File: src/hw/rtl/tdhl_pkg.sv
package tdhl_pkg;

   typedef struct packed {
      logic [8:0] x;
      logic [8:0] y;
      logic [8:0] w;
      logic [8:0] h;
   } box_type;

   localparam box_type BOX_UP     = '{x: 9'd42,  y: 9'd215, w: 9'd36, h: 9'd30};
   localparam box_type BOX_DOWN   = '{x: 9'd42,  y: 9'd277, w: 9'd36, h: 9'd30};
   localparam box_type BOX_LEFT   = '{x: 9'd6,   y: 9'd246, w: 9'd30, h: 9'd36};
   localparam box_type BOX_RIGHT  = '{x: 9'd84,  y: 9'd246, w: 9'd30, h: 9'd36};
   localparam box_type BOX_A      = '{x: 9'd145, y: 9'd220, w: 9'd64, h: 9'd40};
   localparam box_type BOX_B      = '{x: 9'd145, y: 9'd268, w: 9'd64, h: 9'd40};
   localparam box_type BOX_SELECT = '{x: 9'd116, y: 9'd248, w: 9'd26, h: 9'd34};

   // d-pad bounding box and its center
   localparam logic [8:0] PAD_LEFT_EDGE   = BOX_LEFT.x;
   localparam logic [8:0] PAD_RIGHT_EDGE  = BOX_RIGHT.x + BOX_RIGHT.w;
   localparam logic [8:0] PAD_TOP_EDGE    = BOX_UP.y;
   localparam logic [8:0] PAD_BOTTOM_EDGE = BOX_DOWN.y + BOX_DOWN.h;
   localparam logic [8:0] DPAD_CX    = 9'((PAD_LEFT_EDGE + PAD_RIGHT_EDGE) / 2);
   localparam logic [8:0] DPAD_CY    = 9'((PAD_TOP_EDGE + PAD_BOTTOM_EDGE) / 2);

   // direction mask bit positions
   localparam int DIR_UP_BIT    = 0;
   localparam int DIR_DOWN_BIT  = 1;
   localparam int DIR_LEFT_BIT  = 2;
   localparam int DIR_RIGHT_BIT = 3;

   localparam int CSR_INDEX_BITS = 2;
   localparam int CSR_DATA_BITS  = 9;

   typedef enum logic [CSR_INDEX_BITS-1:0] {
      CSR_AREA_TOP        = 2'd0,
      CSR_HOLD_TOUCHING   = 2'd1,
      CSR_HOLD_RELEASED   = 2'd2,
      CSR_DEAD_ZONE       = 2'd3
   } csr_index_type;

   localparam logic [8:0] AREA_TOP_RESET      = 9'd208;
   localparam logic [7:0] HOLD_TOUCHING_RESET = 8'd40;
   localparam logic [7:0] HOLD_RELEASED_RESET = 8'd20;
   localparam logic [5:0] DEAD_ZONE_RESET     = 6'd6;

   // live hits for one sample
   typedef struct packed {
      logic [3:0] dir;
      logic       a;
      logic       b;
      logic       sel;
   } hit_type;

endpackage

File: src/hw/rtl/tdhl_hit_test.sv
module tdhl_hit_test
   import tdhl_pkg::*;
#(
   parameter int COORD_BITS = 9
) (
   input  logic                  touch_valid,
   input  logic [COORD_BITS-1:0] touch_x,
   input  logic [COORD_BITS-1:0] touch_y,
   input  logic [8:0]            area_top,
   input  logic [5:0]            dead_zone,
   output hit_type               hit
);

   function automatic logic in_box(input logic [COORD_BITS-1:0] px,
                                   input logic [COORD_BITS-1:0] py,
                                   input box_type r);
      logic [COORD_BITS-1:0] x0, x1, y0, y1;
      x0 = COORD_BITS'(r.x);
      x1 = COORD_BITS'(r.x) + COORD_BITS'(r.w);
      y0 = COORD_BITS'(r.y);
      y1 = COORD_BITS'(r.y) + COORD_BITS'(r.h);
      return (px >= x0) && (px < x1) && (py >= y0) && (py < y1);
   endfunction

   localparam logic [COORD_BITS-1:0] CX = COORD_BITS'(DPAD_CX);
   localparam logic [COORD_BITS-1:0] CY = COORD_BITS'(DPAD_CY);

   logic                  active;
   logic                  in_dpad;
   logic                  dx_neg;
   logic                  dy_neg;
   logic [COORD_BITS-1:0] adx_full;
   logic [COORD_BITS-1:0] ady_full;
   logic [5:0]            adx;
   logic [5:0]            ady;
   logic [5:0]            dom;
   logic [4:0]            half;
   logic [3:0]            dir;

   always_comb begin
      active  = touch_valid && (COORD_BITS'(area_top) <= touch_y);
      in_dpad = (touch_x >= COORD_BITS'(PAD_LEFT_EDGE)) &&
                (touch_x < COORD_BITS'(PAD_RIGHT_EDGE)) &&
                (touch_y >= COORD_BITS'(PAD_TOP_EDGE)) &&
                (touch_y < COORD_BITS'(PAD_BOTTOM_EDGE));
      dx_neg   = touch_x < CX;
      dy_neg   = touch_y < CY;
      adx_full = dx_neg ? CX - touch_x : touch_x - CX;
      ady_full = dy_neg ? CY - touch_y : touch_y - CY;
      // inside the d-pad box both offsets stay below 64
      adx  = adx_full[5:0];
      ady  = ady_full[5:0];
      dom  = (adx > ady) ? adx : ady;
      half = dom[5:1];
      dir  = '0;
      if (active && in_dpad && (dom > dead_zone)) begin
         if (adx >= {1'b0, half}) begin
            if (dx_neg) begin
               dir[DIR_LEFT_BIT] = 1'b1;
            end else begin
               dir[DIR_RIGHT_BIT] = 1'b1;
            end
         end
         if (ady >= {1'b0, half}) begin
            if (dy_neg) begin
               dir[DIR_UP_BIT] = 1'b1;
            end else begin
               dir[DIR_DOWN_BIT] = 1'b1;
            end
         end
      end
      hit.dir = dir;
      hit.a   = active && in_box(touch_x, touch_y, BOX_A);
      hit.b   = active && in_box(touch_x, touch_y, BOX_B);
      hit.sel = active && in_box(touch_x, touch_y, BOX_SELECT);
   end

endmodule

File: src/hw/rtl/touch_dpad_hit_test_latch.sv
// Touch d-pad hit test and latch. Each req transaction carries one touch sample (valid flag,
// x, y, millisecond time); each produces exactly one rsp transaction with the latched
// up/down/left/right, A, B, select and any-pressed bits. A sample passes through an input
// register, one pass of hit-test and latch logic, and a result register; one sample per cycle
// sustained, limited only by rsp_tready. Direction and button latches hold through dropouts
// shorter than the touching or released grace window; time differences wrap modulo
// 2^TIME_BITS and a button stamp of zero reads as unset.
module touch_dpad_hit_test_latch
   import tdhl_pkg::*;
#(
   parameter int COORD_BITS = 9,
   parameter int TIME_BITS  = 32
) (
   input  logic clock,
   input  logic reset,
   input  logic                                           req_tvalid,
   output logic                                           req_tready,
   // touch_valid, touch_x, touch_y, time_ms
   input  logic [((1 + 2*COORD_BITS + TIME_BITS + 7) / 8) * 8 - 1:0] req_tdata,
   output logic       rsp_tvalid,
   input  logic       rsp_tready,
   // dir_up, dir_down, dir_left, dir_right, button_a, button_b, button_select, any_pressed
   output logic [7:0] rsp_tdata,
   input  logic                      csr_we,
   input  logic [CSR_INDEX_BITS-1:0] csr_index,
   input  logic [CSR_DATA_BITS-1:0]  csr_wdata
);

   localparam int X_LSB = 1;
   localparam int Y_LSB = X_LSB + COORD_BITS;
   localparam int T_LSB = Y_LSB + COORD_BITS;

   logic [8:0] area_top_ff;
   logic [7:0] hold_touch_ff;
   logic [7:0] hold_release_ff;
   logic [5:0] dead_zone_ff;

   logic                  in_valid_ff;
   logic                  touch_ff;
   logic [COORD_BITS-1:0] x_ff;
   logic [COORD_BITS-1:0] y_ff;
   logic [TIME_BITS-1:0]  time_ff;

   logic [3:0]           held_dir_ff, held_dir_in;
   logic [TIME_BITS-1:0] dir_stamp_ff, dir_stamp_in;
   logic [TIME_BITS-1:0] a_stamp_ff, a_stamp_in;
   logic [TIME_BITS-1:0] b_stamp_ff, b_stamp_in;
   logic [TIME_BITS-1:0] sel_stamp_ff, sel_stamp_in;

   logic       rsp_valid_ff;
   logic [7:0] rsp_data_ff, rsp_data_in;

   logic           advance;
   hit_type        hit;
   logic [TIME_BITS-1:0] grace;
   logic [3:0]     dir_out;
   logic           a_out, b_out, sel_out;

   function automatic logic in_window(input logic [TIME_BITS-1:0] now,
                                      input logic [TIME_BITS-1:0] stamp,
                                      input logic [TIME_BITS-1:0] win);
      logic [TIME_BITS-1:0] diff;
      diff = now - stamp;
      return diff < win;
   endfunction

   assign advance    = in_valid_ff && (!rsp_valid_ff || rsp_tready);
   assign req_tready = !in_valid_ff || advance;
   assign rsp_tvalid = rsp_valid_ff;
   assign rsp_tdata  = rsp_data_ff;

   always_ff @(posedge clock) begin
      if (reset) begin
         area_top_ff     <= AREA_TOP_RESET;
         hold_touch_ff   <= HOLD_TOUCHING_RESET;
         hold_release_ff <= HOLD_RELEASED_RESET;
         dead_zone_ff    <= DEAD_ZONE_RESET;
      end else if (csr_we) begin
         case (csr_index_type'(csr_index))
            CSR_AREA_TOP:      area_top_ff     <= csr_wdata[8:0];
            CSR_HOLD_TOUCHING: hold_touch_ff   <= csr_wdata[7:0];
            CSR_HOLD_RELEASED: hold_release_ff <= csr_wdata[7:0];
            CSR_DEAD_ZONE:     dead_zone_ff    <= csr_wdata[5:0];
            default: ;
         endcase
      end
   end

   always_ff @(posedge clock) begin
      if (reset) begin
         in_valid_ff <= 1'b0;
      end else if (req_tready) begin
         in_valid_ff <= req_tvalid;
      end
      if (req_tready && req_tvalid) begin
         touch_ff <= req_tdata[0];
         x_ff     <= req_tdata[X_LSB +: COORD_BITS];
         y_ff     <= req_tdata[Y_LSB +: COORD_BITS];
         time_ff  <= req_tdata[T_LSB +: TIME_BITS];
      end
   end

   tdhl_hit_test #(
      .COORD_BITS(COORD_BITS)
   ) u_hit (
      .touch_valid(touch_ff),
      .touch_x    (x_ff),
      .touch_y    (y_ff),
      .area_top   (area_top_ff),
      .dead_zone  (dead_zone_ff),
      .hit        (hit)
   );

   always_comb begin
      grace = touch_ff ? TIME_BITS'(hold_touch_ff) : TIME_BITS'(hold_release_ff);

      held_dir_in  = held_dir_ff;
      dir_stamp_in = dir_stamp_ff;
      if (hit.dir != 4'd0) begin
         held_dir_in  = hit.dir;
         dir_stamp_in = time_ff;
         dir_out      = hit.dir;
      end else if ((held_dir_ff != 4'd0) && in_window(time_ff, dir_stamp_ff, grace)) begin
         dir_out = held_dir_ff;
      end else begin
         held_dir_in = 4'd0;
         dir_out     = 4'd0;
      end

      // button stamps: live press restamps, zero stamp means unset
      a_out = hit.a || ((a_stamp_ff != '0) && in_window(time_ff, a_stamp_ff, grace));
      a_stamp_in = hit.a ? time_ff : (a_out ? a_stamp_ff : '0);
      b_out = hit.b || ((b_stamp_ff != '0) && in_window(time_ff, b_stamp_ff, grace));
      b_stamp_in = hit.b ? time_ff : (b_out ? b_stamp_ff : '0);
      sel_out = hit.sel || ((sel_stamp_ff != '0) && in_window(time_ff, sel_stamp_ff, grace));
      sel_stamp_in = hit.sel ? time_ff : (sel_out ? sel_stamp_ff : '0);

      rsp_data_in = {(dir_out != 4'd0) || a_out || b_out || sel_out,
                     sel_out, b_out, a_out,
                     dir_out[DIR_RIGHT_BIT], dir_out[DIR_LEFT_BIT],
                     dir_out[DIR_DOWN_BIT], dir_out[DIR_UP_BIT]};
   end

   always_ff @(posedge clock) begin
      if (reset) begin
         held_dir_ff  <= '0;
         dir_stamp_ff <= '0;
         a_stamp_ff   <= '0;
         b_stamp_ff   <= '0;
         sel_stamp_ff <= '0;
         rsp_valid_ff <= 1'b0;
      end else begin
         if (advance) begin
            held_dir_ff  <= held_dir_in;
            dir_stamp_ff <= dir_stamp_in;
            a_stamp_ff   <= a_stamp_in;
            b_stamp_ff   <= b_stamp_in;
            sel_stamp_ff <= sel_stamp_in;
            rsp_valid_ff <= 1'b1;
         end else if (rsp_tready) begin
            rsp_valid_ff <= 1'b0;
         end
      end
      if (advance) begin
         rsp_data_ff <= rsp_data_in;
      end
   end

endmodule

File: config.mk
export PLATFORM = sky130hd
export DESIGN_NAME = touch_dpad_hit_test_latch
export DESIGN_NICKNAME = d
export VERILOG_FILES = /design/src/hw/rtl/tdhl_pkg.sv /design/src/hw/rtl/tdhl_hit_test.sv /design/src/hw/rtl/touch_dpad_hit_test_latch.sv
export SDC_FILE = /design/constraint.sdc
export NUM_CORES = 1
export LEC_CHECK = 0
export ABC_AREA = 1
export ABC_CLOCK_PERIOD_IN_PS = 5100
export BUFFER_PORTS_ARGS = -buffer_cell sky130_fd_sc_hd__buf_2
export CELL_PAD_IN_SITES_DETAIL_PLACEMENT = 0
export CELL_PAD_IN_SITES_GLOBAL_PLACEMENT = 2
export CORE_MARGIN = 4
export CORE_UTILIZATION = 36
export CTS_BUF_LIST = sky130_fd_sc_hd__clkbuf_2
export CTS_CLUSTER_DIAMETER = 30
export DETAILED_ROUTE_END_ITERATION = 8
export PLACE_DENSITY_LB_ADDON = 0.1
export RECOVER_POWER = 100
export SLEW_MARGIN = 15
export SYNTH_ARGS = -nofsm -noshare
export SYNTH_HDL_FRONTEND = slang
export SYNTH_SLANG_ARGS = --single-unit
File: constraint.sdc
create_clock -name clock -period 5.1 [get_ports clock]
set_input_delay 0 -clock clock [delete_from_list [all_inputs] [get_ports clock]]
set_output_delay 0 -clock clock [all_outputs]
set_load 0.01 [all_outputs]
==> metrics.md <==
| Metric | Value |
|---|---|
| Total congestion overflow | `0` |
| Area of the mapped netlist | `0.0190 mm^2` |
| RSZ-0062 raised after global routing | `false` |
| Number of fill cells | `5,572` |
| Routed Antenna Nets | `0` |
| Fraction of layout cells with a size suffix above 1 | `0.0774` |
| Final Skew | `112 ps` |
| Final Slew Violations | `52` |
| Number of CTS-inserted buffers | `71` |
| Type of the worst setup path | `reg -> reg` |
| Status | `complete, but fails checks` |
| Path category of the worst min-delay check | `in -> reg` |
| Drt first pass iters | `7` |
| Mean Syn Cell Area | `6.48 um^2` |
| GRT Total Usage | `0.237` |
| Leak | `10.0 nW` |
| Area Growth Syn to Fin | `18.5%` |
| Largest net degree at the start of global routing | `101` |
| Comb pwr share | `0.291` |
| Setup TNS | `0 ps` |
| Warnings, synthesis | `0` |
| Count of input and output buffers | `76` |
| Post-DP HPWL | `53,800 um` |
| Reg2Reg Capture Point | `sel_stamp_ff[27]$_SDFFE_PP0P_` |
| Fmax achieved | `216 MHz` |
| Internal power | `3.03 mW` |
| Clk Latency, worst-skew pair | `1000 ps` |
| Hold Path Origin | `req_tdata[5]` |
| Starting Density | `0.367` |
| H-tree levels | `3` |
| Die width | `238 um` |
| Hold Vio Cnt, Final | `0` |
| Root buffer cell | `clkbuf_2` |
| Power per Cell Area | `215 mW/mm^2` |
| Startpoint types | `flip-flop` |
| Height of the die | `238 um` |
| Worst-path clk slew | `100 ps` |
| Critical path peak fanout | `20` |
| Overall power | `4.84 mW` |
| CP arrival | `5460 ps` |
| Row Count | `83` |
| Peak supply drop | `137 uV` |
| Failing checks | `capacitance limit, slew limit` |
| R2R setup slack | `460 ps` |
| Switching Share | `0.373` |
| Final min period | `4640 ps` |
| Die footprint | `0.0565 mm^2` |
| Most common cell after layout, fill and taps aside | `nand2_1` |
| Synthesized instance count | `2,931` |
| Nets | `3,482` |
| Slew HR | `-1.10` |
| RD Place Congestion | `0.911` |
| Clock power frac | `0.304` |
| CTS sink cnt | `224` |
| Setup violations, final | `0` |
| Reg2Reg Depth | `18` |
| Fraction of the yosys area taken by sequential cells | `0.267` |
| CTS tree | `yes` |
| Sequential share of power | `0.405` |
| Slew of the pin with the lowest slew margin | `3160 ps` |
| Residual DRC count | `0` |
| IO Pins | `82` |
| Post-Syn Nets | `3,195` |
| Via density per instance | `5.06` |
| Worst Hold End | `x_ff[4]$_DFFE_PP_` |
| Starting DRT DRC Count | `1,223` |
| Critical Path End Type | `flip-flop` |
| Fraction of registers with async set/reset | `0` |
| CTS Buffer Depth | `3` |
| Psw | `1.80 mW` |
| Wire length of the first global-routing pass | `107,000 um` |
| Hold depth | `3` |
| MaxCap Viol Count | `1` |
| Netlist cell types | `49` |
| Routed wire length | `68,300 um` |
| Required @ worst endpoint | `5920 ps` |
| Ys flop type | `dfxtp_1` |
| Core ar. | `0.0517 mm^2` |
| Vias | `19,979` |
| Worst R2R Start | `time_ff[0]$_DFFE_PP_` |
| Period utilization | `0.909` |
| #FFs+latches synth | `224` |
| Initial antenna violation count | `1` |
| Highest-count cells in the layout ignoring fill and taps | `nand2_1, inv_1, nor2_1` |
| Post-synth EDFFs | `59` |
| Avg WL per Cell | `17.3 um` |
| Vias in the first global route | `19,442` |
power groups by stage:
stage | clock network (mW) | logic [mW] | registers, mW
6_report | 1.47 | 1.41 | 1.96
4_1_cts | 1.53 | 1.39 | 1.96
5_1_grt | 1.63 | 1.60 | 1.96
2_1_floorplan | 0 | 0.927 | 1.96
3_3_place_gp | 0 | 1.30 | 2.00
3_5_place_dp | 0 | 1.30 | 2.00
sequential cells by signal, summed over array words and instances (netlist names):
signal and count:
a_stamp_ff 32, area_top_ff 9, b_stamp_ff 32, dead_zone_ff 6
dir_stamp_ff 32, held_dir_ff 4, hold_release_ff 8, hold_touch_ff 8
in_valid_ff 1, rsp_tdata 8, rsp_tvalid 1, sel_stamp_ff 32
time_ff 32, touch_ff 1, x_ff 9, y_ff 9
critical path: stages (launching register included):
cell and delay, ps:
edfxtp_1 500, inv_1 230, ha_1 250, inv_1 100, fa_1 410, nand3_1 100, nand2_1 130, a31oi_1 290
o21ai_0 250, a21oi_1 280, xnor2_1 130, nor3_1 230, nand4_1 100, nor2_1 250, nand4_1 130, nand2_1 420
clkbuf_2 470, nand2_1 90, a21oi_1 140
metal layers:
metal	global-route usage	wire (um)	share of wire	vias up
met3	0.0340	2870	0.042	90
met1	0.323	32700	0.48	9173
li1	-	-	-	10302
met4	0.0690	1550	0.023	0
met2	0.391	31100	0.46	414
met5	0	0	0	-
metrics by stage:
stage                      util  cell area (um^2)  worst slack, ps  std cells  hold WS (ps)
after detailed placement  0.391             20200              157       3669           178
after floorplan               -             19000              933       2931          98.9
after global placement    0.391             20200              278       3669           178
after CTS                 0.433             22400             24.2       3940          46.7
after global routing      0.435             22500             22.0       3949           115
final                     0.435             22500              464       3949           229
layout make-up:
cell class	count	area, um^2	share of cell area
multi-input combinational	2231	12100	0.538
sequential	224	5070	0.226
timing repair buffer	265	2210	0.0982
inverter	425	1600	0.0711
tap	680	851	0.0378
clock buffer	99	495	0.0220
clock inverter	23	156	0.00695
antenna	2	5.00	0.000222
Yosys cell counts (7+ instances only):
cell type / count / area [um^2]
xnor2_1: 20 / 175
or2_2: 9 / 56.3
nor2_1: 315 / 1180
o21bai_1: 20 / 150
edfxtp_1: 59 / 1770
clkbuf_1: 35 / 131
inv_2: 7 / 26.3
xor2_1: 54 / 473
ha_1: 188 / 2350
nand2_1: 769 / 2890
dfxtp_1: 165 / 3300
nor3_1: 46 / 230
o21ai_1: 13 / 65.1
nand3_1: 166 / 831
nand4_1: 78 / 488
o211ai_1: 8 / 60.1
o21ai_0: 133 / 666
a21oi_1: 273 / 1370
inv_1: 416 / 1560
a21o_1: 20 / 150
nor4_1: 15 / 93.8
nand3b_1: 14 / 105
buf_2: 7 / 35.0
a31oi_1: 18 / 113
o21a_1: 8 / 60.1
cell families (layout without fill, tap and decap cells):
group	after synthesis	after routing	share of synthesized area
and+or+nand+nor	1440	1440	0.321
AOI/OAI and AO/OA	522	522	0.151
buffers and inverters	476	812	0.0971
DFF	224	224	0.267
adders and majority gates	192	192	0.128
xor gates and xnor gates	74	74	0.0341
muxes	3	3	0.00158
other	0	2	0
repair_timing:
action / CTS / global route
setup endpoints to repair: 0 / 41
hold buffers: 149 / 0
gates resized for setup: 0 / 15
setup buffers: 0 / 5
hold endpoints to repair: 267 / 0
worst max path at each step:
stage,start,cells past startpoint,to
2_1_floorplan,y_ff[1]$_DFFE_PP_,29,rsp_tdata[7]$_DFFE_PP_
3_3_place_gp,y_ff[1]$_DFFE_PP_,28,dir_stamp_ff[28]$_SDFFE_PP0P_
3_5_place_dp,y_ff[1]$_DFFE_PP_,29,dir_stamp_ff[25]$_SDFFE_PP0P_
4_1_cts,y_ff[1]$_DFFE_PP_,29,dir_stamp_ff[13]$_SDFFE_PP0P_
5_1_grt,x_ff[8]$_DFFE_PP_,29,dir_stamp_ff[12]$_SDFFE_PP0P_
6_report,time_ff[0]$_DFFE_PP_,18,sel_stamp_ff[27]$_SDFFE_PP0P_
Note: power is estimated with default switching activity, not from simulation.
